==> config.mk <==
export PLATFORM = sky130hd
export DESIGN_NAME = mvr_ctrl
export DESIGN_NICKNAME = d
export VERILOG_FILES = /design/src/sv/mvr_pkg.sv /design/src/sv/mvr_ctrl.sv
export VERILOG_INCLUDE_DIRS = /design/src /design/src/sv
export SDC_FILE = /design/constraint.sdc
export NUM_CORES = 1
export LEC_CHECK = 0
export BUFFER_PORTS_ARGS = -buffer_cell sky130_fd_sc_hd__buf_2
export CAP_MARGIN = 0
export CORE_AREA = 8 8 45 47
export DETAILED_ROUTE_END_ITERATION = 10
export DIE_AREA = 0 0 53 55
export PLACE_DENSITY = 0.63
export REMOVE_ABC_BUFFERS = 1
export SLEW_MARGIN = 30
export SYNTH_ARGS = -nofsm -noshare
export SYNTH_HDL_FRONTEND = slang
export SYNTH_SLANG_ARGS = --single-unit
==> constraint.sdc <==
create_clock -name clk -period 3.05 [get_ports clk]
set_input_delay 0.305 -clock clk [delete_from_list [all_inputs] [get_ports clk]]
set_output_delay 0.305 -clock clk [all_outputs]
set_load 0.1 [all_outputs]
==> src/sv/mvcc_version_ring_defines.svh <==
// Assertion macros used by the ring controller
`ifndef MVCC_VERSION_RING_DEFINES_SVH
`define MVCC_VERSION_RING_DEFINES_SVH

// implication checked every cycle outside reset
`define MVR_ASSERT_IMP(label, clk, rst, ante, cons) \
  label: assert property (@(posedge clk) disable iff (rst) (ante) |-> (cons)) \
    else $error("mvr check failed");

// implication checked in the cycle after the antecedent
`define MVR_ASSERT_NEXT(label, clk, rst, ante, cons) \
  label: assert property (@(posedge clk) disable iff (rst) (ante) |=> (cons)) \
    else $error("mvr check failed");

`endif

==> src/sv/mvr_pkg.sv <==
`timescale 1ns / 1ps
package mvr_pkg;
  localparam int RingSlotsDef = 16;
  localparam int StampBitsDef = 48;

  typedef enum logic [2:0] {
    ACT_READ     = 3'd0,
    ACT_PREWRITE = 3'd1,
    ACT_DELETE   = 3'd2,
    ACT_FIN_WR   = 3'd3,
    ACT_FIN_DEL  = 3'd4
  } action_t;

  // commands from controller to datapath
  typedef struct packed {
    logic load;      // capture request, read newest/oldest/next slot entries
    logic decide;    // evaluate request from fetched entries
    logic walk;      // one backward read-walk step
    logic gc;        // one reclaim step
    logic commit;    // apply prewrite / delete / finish updates and emit
  } dp_cmd_t;

  // status back to controller
  typedef struct packed {
    logic done;      // result decided without more stepping
    logic need_walk;
    logic need_gc;
    logic walk_done;
    logic gc_done;
  } dp_stat_t;
endpackage

==> src/sv/mvr_ctrl.sv <==
`timescale 1ns / 1ps
`include "mvcc_version_ring_defines.svh"
module mvr_ctrl (
  input  logic              clk,
  input  logic              rst,
  input  logic              start,
  output logic              busy,
  output logic              done,
  output mvr_pkg::dp_cmd_t  cmd,
  input  mvr_pkg::dp_stat_t stat
);
  import mvr_pkg::*;
  typedef enum logic [5:0] {
    S_IDLE = 6'b000001, S_DEC = 6'b000010, S_WALK = 6'b000100,
    S_GC = 6'b001000, S_APPLY = 6'b010000, S_OUT = 6'b100000
  } state_t;
  state_t state, state_next;

  always_comb begin
    state_next = state;
    cmd = '0;
    unique case (state)
      S_IDLE: if (start) begin
        cmd.load = 1'b1; state_next = S_DEC;
      end
      S_DEC: begin
        cmd.decide = 1'b1;
        if (stat.done) state_next = S_OUT;
        else if (stat.need_walk) state_next = S_WALK;
        else if (stat.need_gc) state_next = S_GC;
        else state_next = S_APPLY;
      end
      S_WALK: begin
        // every step records its answer; the last one stands
        cmd.walk = 1'b1;
        if (stat.walk_done) state_next = S_OUT;
      end
      S_GC: begin
        if (stat.gc_done) state_next = S_APPLY;
        else cmd.gc = 1'b1;
      end
      S_APPLY: begin
        cmd.commit = 1'b1; state_next = S_OUT;
      end
      S_OUT: state_next = S_IDLE;
      default: state_next = S_IDLE;
    endcase
  end

  always_ff @(posedge clk) begin
    if (rst) state <= S_IDLE;
    else state <= state_next;
  end

  assign busy = (state != S_IDLE);
  assign done = (state == S_OUT);

  `MVR_ASSERT_NEXT(a_start_leaves_idle, clk, rst, state == S_IDLE && start, state == S_DEC)
  `MVR_ASSERT_NEXT(a_done_one_cycle, clk, rst, done, !done)
  `MVR_ASSERT_IMP(a_one_cmd, clk, rst, 1'b1, $onehot0(cmd))
endmodule
==> results of run 1 <==
==> kinds of logic after synthesis <==
family                 share of synthesized area [%]
flip-flops                                      31.2
buffers and inverters                           7.79
AND/OR/NAND/NOR                                 43.8
XOR/XNOR                                        2.27
AO/OA/AOI/OAI                                   14.9
==> through the flow <==
step                util (%)  power (uW)  cell area (um2)
floorplan                  -         144              367
global placement        33.0         158              457
detailed placement      33.0         158              457
CTS                     34.6         232              479
global route            34.6         239              479
finish                  34.6         228              479
==> worst paths after layout <==
| kind | from | end | slack [ns] | cells past startpoint |
|---|---|---|---|---|
| worst max register to register | state[4]$_SDFFE_PP0P_ | state[5]$_SDFFE_PP0P_ | 1.43 | 4 |
| worst max-delay path | state[1]$_SDFFE_PP0P_ | cmd[0] | 0.92 | 3 |
| worst min register to register | state[5]$_SDFFE_PP0P_ | state[0]$_SDFFE_PP1P_ | 0.57 | 2 |
| worst min-delay path | rst | state[3]$_SDFFE_PP0P_ | 0.26 | 2 |
==> routing by layer <==
layer	vias up	GRT usage, %	part of all wire (%)
met1	150	8.35	53
met5	-	0	0
met3	2	1.87	2.1
met4	0	7.76	2.1
met2	8	10.2	43
li1	201	-	-
==> critical path, delay by kind of cell, from the launching register on <==
| kind | cells | cell delay, ns |
|---|---|---|
| buf+inv | 1 | 0.43 |
| flops | 1 | 0.32 |
| simple gates | 2 | 0.82 |
==> Yosys cell counts (2+ instances only) <==
cell      number  area (um2)
a21oi_1        4        20.0
dfxtp_1        6         120
inv_1          3        11.3
nand2_1        2        7.51
nand2b_1       2        12.5
nand4_1        2        12.5
nor2_1         5        18.8
nor3_1         2        10.0
==> final cells by class <==
type / instances / area [um2]
Tap cell: 16 / 20.0
Timing Repair Buffer: 14 / 70.1
Multi-Input combinational cell: 36 / 235
Sequential cell: 6 / 120
Inverter: 3 / 11.3
Fill cell: 155 / 905
Clock buffer: 3 / 22.5
==> where the power goes <==
part	switching, uW	leakage [uW]	internal [uW]
sequential	5.50	0.0000488	81.8
combinational	50.6	0.000160	18.8
clock	26.8	0.0000138	44.4
==> results by group, run 1 <==
Outcome
  • Status: complete, no violations

Clocking
  • Clk slew on worst S/H paths: 0.04 ns
  • CTS max path bufs: 2
  • Hold_buf cts: 0
  • Post-CTS setup buffers: 0
  • CTS tree: built
  • Post-cts resize count: 0
  • Clock latency on the worst-skew pair: 0.24 ns
  • H-tree depth: 1
  • Root Driver: clkbuf_4
  • # clock sinks: 6
  • CTS Buf Count: 3

Worst setup path
  • Crit start category: flop
  • Max stage delay on crit path: 0.55 ns
  • Crit path kind: flop to primary output
  • Worst path slowest cell: nor4_1
  • WP data required: 2.74 ns
  • Crit path capture type: primary output
  • Critical Path Fanout Max: 4
  • CP Data Arrival Time: 1.82 ns
  • Critical path, cell by cell: nor4_1 > and3b_1 > buf_2

Synthesis
  • Ys Warns: 0
  • Async S/R FF share, synth: 0%
  • Synthesized area per cell: 8.20 um2
  • Post-synth EDFFs: 0
  • Synth cell types: 29
  • Synthesized instance count: 47
  • Sequential-to-total area share from yosys stat: 31.2%
  • Synth Flop Type: dfxtp_1
  • Yosys reg bits: 6
  • Netlist Area Pre-Place: 385 um2

Layout
  • Final Net Count: 72
  • Area delta synth->final: 24.4%
  • Most frequent cells in the layout: buf_2, dfxtp_1, nor2_1
  • Commonest non-fill, non-tap cell in the layout: buf_2
  • Regs by FF count: state (6)
  • Antenna cells: 0
  • Reg with most FFs: state
  • Share of layout cells above drive strength 1: 37.1%
  • Post-Layout Cell Count: 78
  • Max reg flops: 6

STA
  • Final period utilization: 69.7%
  • PnR worst setup slack: 0.924 ns
  • RSZ-0062 raised after global routing: no
  • Setup TNS: 0 ns
  • Max Slew Vio Count: 0
  • Setup Skew: 0.00270 ns
  • Rel. slew slack: 60.9%
  • Final setup vio count: 0
  • Worst-margin pin slew: 0.581 ns
  • Hold Slack: 0.258 ns
  • Hold Fails Final Rpt: 0
  • Max Fclk: 0.470 GHz
  • Final Critical Period: 2.13 ns

Placement
  • Place WS: 1.20 ns
  • Post-DP HPWL: 734 um
  • I/O Buffers: 14
  • Cells after DPL: 75
  • GPL Wtd Cong: 0.802

Floorplan
  • Std cell rows: 14
  • Core area: 1380 um2
  • Initial core utilization: 27.8%
  • Die height: 55 um
  • Die width: 53 um
  • Die area: 2920 um2
  • Io pins: 15

Detailed routing
  • WL/cell: 11.5 um
  • Vias per inst: 4.63
  • Final antenna-violating net count: 0
  • # DRC: 0
  • Initial DRC Count: 5
  • Initial DRT Pass Iterations: 2
  • DR vias: 361
  • Routed WL: 894 um

Global routing
  • Antenna violations before repair: 0
  • Gr ovfl total: 0
  • Vias in the first global route: 370
  • First-pass GRT wire length: 1.51 mm
  • Largest net degree at the start of global routing: 10
  • Tot GR Track Use: 7.21%

Power and ir drop
  • VDD IR-drop max: 0.313 mV
  • Leakage: 0.000223 uW
  • PD cells: 476 nW/um2

Run
  • Max_cap viols: 0

Min path
  • Hold Crit Class: primary input to flop
No activity file was read; power rests on OpenSTA's default activity.
==> inputs of run 2 (changes only) <==
--- a/config.mk
+++ b/config.mk
@@ -6,6 +6,7 @@
 export SDC_FILE = /design/constraint.sdc
 export NUM_CORES = 1
 export LEC_CHECK = 0
+export ABC_AREA = 1
 export BUFFER_PORTS_ARGS = -buffer_cell sky130_fd_sc_hd__buf_2
 export CAP_MARGIN = 0
 export CORE_AREA = 8 8 45 47
==> constraint.sdc (replaced) <==
create_clock -name clk -period 2.1 [get_ports clk]
set_input_delay 0.21 -clock clk [delete_from_list [all_inputs] [get_ports clk]]
set_output_delay 0.21 -clock clk [all_outputs]
set_load 0.1 [all_outputs]
==> run 2 against run 1 <==
Worst hold slack got worse by 0.039 ns. Clock-buffer cell count is the same. Sequential share of layout area decreased by 0.88 points. Routed wire length is 0.67% lower. Global-route usage fell by 0.20 points. Combinational power grew 37%. Clock power is 47% higher. Cell count is 18% higher. Sequential power is 43% higher. Setup slack worse by 0.55 ns. Non-clock buffer count stayed put. Cell area up 3.7%.
==> results by group, run 2 <==
Floorplan
  • Die height: 55 um
  • Io pins: 15
  • Die width: 53 um
  • Core area: 1380 um2
  • Die area: 2920 um2
  • Initial core utilization: 27.8%
  • Std cell rows: 14

Worst setup path
  • Reg2reg end: state[0]$_SDFFE_PP1P_
  • Critical Path Fanout Max: 4
  • Setup crit start: state[0]$_SDFFE_PP1P_
  • WP depth: 5
  • Crit path kind: flop to primary output
  • Crit path capture type: primary output
  • Crit start category: flop
  • R2r worst-path depth: 5
  • Max stage delay on crit path: 0.43 ns
  • CP Data Arrival Time: 1.52 ns
  • Reg2Reg Launch Point: state[2]$_SDFFE_PP0P_
  • Worst path slowest cell: buf_2
  • R2R Setup Slk: 1.01 ns
  • Crit path buf inv count: 2
  • Critical path, cell by cell: inv_1 > nor2_1 > nand3_1 > nor2_1 > buf_2
  • CP delay by family, top: buffers and inverters
  • Worst path most repeated cell: nor2_1
  • CP endpoint: cmd[4]
  • WP data required: 1.89 ns

Synthesis
  • Netlist Area Pre-Place: 384 um2
  • Post-synth EDFFs: 0
  • Synthesized area per cell: 6.51 um2
  • Ys Warns: 0
  • Synth Flop Type: dfxtp_1
  • Synth top area cells: dfxtp_1, inv_1, nand3_1
  • Synth top area share: 31.3%
  • Adder-Cell Fraction of Synth Area: 0%
  • Yosys reg bits: 6
  • Async S/R FF share, synth: 0%
  • XOR/XNOR Fraction of Synth Area: 0%
  • Synth cell types: 14
  • Synthesized instance count: 59
  • Synth Area in Simple Gates: 50.5%
  • Top post-synthesis cells by count: inv_1, nand3_1, nor2_1
  • Sequential-to-total area share from yosys stat: 31.3%
  • Leading area contributor after synthesis: dfxtp_1
  • Compound-gate portion of the synthesized area: 2.61%
  • Largest family of logic cells by synthesized area: simple AND/OR/NAND/NOR gates
  • Most frequent cell after synthesis: inv_1
  • Mux contribution to synthesized area: 0%

Clocking
  • Clk slew on worst S/H paths: 0.05 ns
  • Post-cts resize count: 0
  • Root Driver: clkbuf_4
  • CTS Buf Count: 3
  • Post-CTS setup buffers: 0
  • H-tree depth: 1
  • # clock sinks: 6
  • Hold_buf cts: 0
  • CTS max path bufs: 2
  • Clock latency on the worst-skew pair: 0.25 ns
  • CTS tree: built

Global routing
  • Vias in the first global route: 341
  • Largest net degree at the start of global routing: 8
  • Antenna violations before repair: 0
  • First-pass GRT wire length: 1.44 mm
  • Tot GR Track Use: 7.01%
  • Gr ovfl total: 0

Placement
  • I/O Buffers: 14
  • GPL Wtd Cong: 0.751
  • Place WS: 0.627 ns
  • Post-DP HPWL: 712 um
  • Cells after DPL: 89
  • Post-DP Area: 474 um2

STA
  • Rel. slew slack: 67.6%
  • RSZ-0062 raised after global routing: no
  • Final Critical Period: 1.73 ns
  • Final period utilization: 82.2%
  • Setup Skew: 0.00566 ns
  • Max Fclk: 0.579 GHz
  • Final setup vio count: 0
  • Max Slew Vio Count: 0
  • Worst-margin pin slew: 0.489 ns
  • Hold Fails Final Rpt: 0
  • PnR worst setup slack: 0.373 ns

Layout
  • Antenna cells: 0
  • Final Net Count: 86
  • Register area: 120 um2
  • Design Area, Final: 497 um2
  • Share of layout cells above drive strength 1: 32.9%
  • Max reg flops: 6
  • Commonest non-fill, non-tap cell in the layout: inv_1
  • Reg with most FFs: state
  • Regs by FF count: state (6)
  • Area delta synth->final: 29.3%
  • Most frequent cells in the layout: inv_1, buf_2, nor2_1, nand3_1, dfxtp_1
  • Post-Layout Cell Count: 92
  • Area of the multi-input gates: 204 um2
  • # fillers: 138

Power and ir drop
  • Sequential share of power: 38.4%
  • Sw power: 122 uW
  • Internal: 203 uW
  • Gate power share: 29.3%
  • Leakage: 0.000292 uW
  • Switch share: 37.5%
  • PD cells: 654 nW/um2
  • Clock power frac: 32.3%
  • VDD IR-drop max: 0.281 mV

Detailed routing
  • Routed WL: 888 um
  • WL/cell: 9.65 um
  • DR vias: 408
  • Initial DRT Pass Iterations: 4
  • Vias per inst: 4.43
  • # DRC: 0
  • Initial DRC Count: 11
  • Final antenna-violating net count: 0

Min path
  • Hold Crit Class: primary input to flop

Run
  • Max_cap viols: 0

Outcome
  • Status: complete, no violations
==> run 2: cell types whose count changed in the layout (fill, tap and decap cells not counted), moves of 2 or more <==
cell / delta
a21oi_1: -2
inv_1: +12
nand2_1: +3
nand2b_1: -2
nand3_1: +8
nor2_1: +4
nor2_4: +2
==> run 2: per-layer routing <==
metal	share of wire, %	up-vias	wire length (um)	track usage [%]
li1	-	221	-	-
met1	48	167	429	9.01
met5	0	-	0	0
met2	37	16	330	7.81
met3	9.6	4	85	2.14
met4	4.7	0	42	9.05
==> run 2: how the worst min path moves through the flow <==
stage                     depth (start not counted)  startpoint  slack, ns               endpoint
after global placement                            2         rst       0.47  state[3]$_SDFFE_PP0P_
after global routing                              2         rst       0.24  state[2]$_SDFFE_PP0P_
after floorplan                                   1         rst       0.28  state[2]$_SDFFE_PP0P_
after detailed placement                          2         rst       0.47  state[2]$_SDFFE_PP0P_
final                                             2         rst       0.22  state[5]$_SDFFE_PP0P_
after CTS                                         2         rst       0.22  state[2]$_SDFFE_PP0P_
==> run 2: logic make-up after synthesis <==
| logic type | after synthesis |
|---|---|
| AND/OR/NAND/NOR | 35 |
| buffers and inverters | 16 |
| flip-flops | 6 |
| AO/OA/AOI/OAI | 2 |
==> run 2: power groups by stage <==
stage	logic (uW)	registers, uW	clock network (uW)
2_1_floorplan	76.5	126	0
3_3_place_gp	95.8	126	0
3_5_place_dp	95.5	127	0
4_1_cts	95.9	125	108
5_1_grt	102	125	108
6_report	95.3	125	105
==> run 2: final cells by class <==
| type | instances | share of cell area (%) |
|---|---|---|
| flip-flops and latches | 6 | 24.2 |
| clock buffers | 3 | 4.53 |
| inverters | 16 | 12.1 |
| well taps | 16 | 4.03 |
| multi-input cells | 37 | 41.1 |
| repair buffers | 14 | 14.1 |
==> run 2: stage by stage <==
step           util [%]  TNS, ns  hold WS (ns)  power, uW
2_1_floorplan         -    -1.09         0.279        202
3_3_place_gp       34.3        0         0.473        222
3_5_place_dp       34.3        0         0.471        222
4_1_cts            35.9        0         0.218        328
5_1_grt            35.9        0         0.237        335
6_report           35.9        0         0.219        325
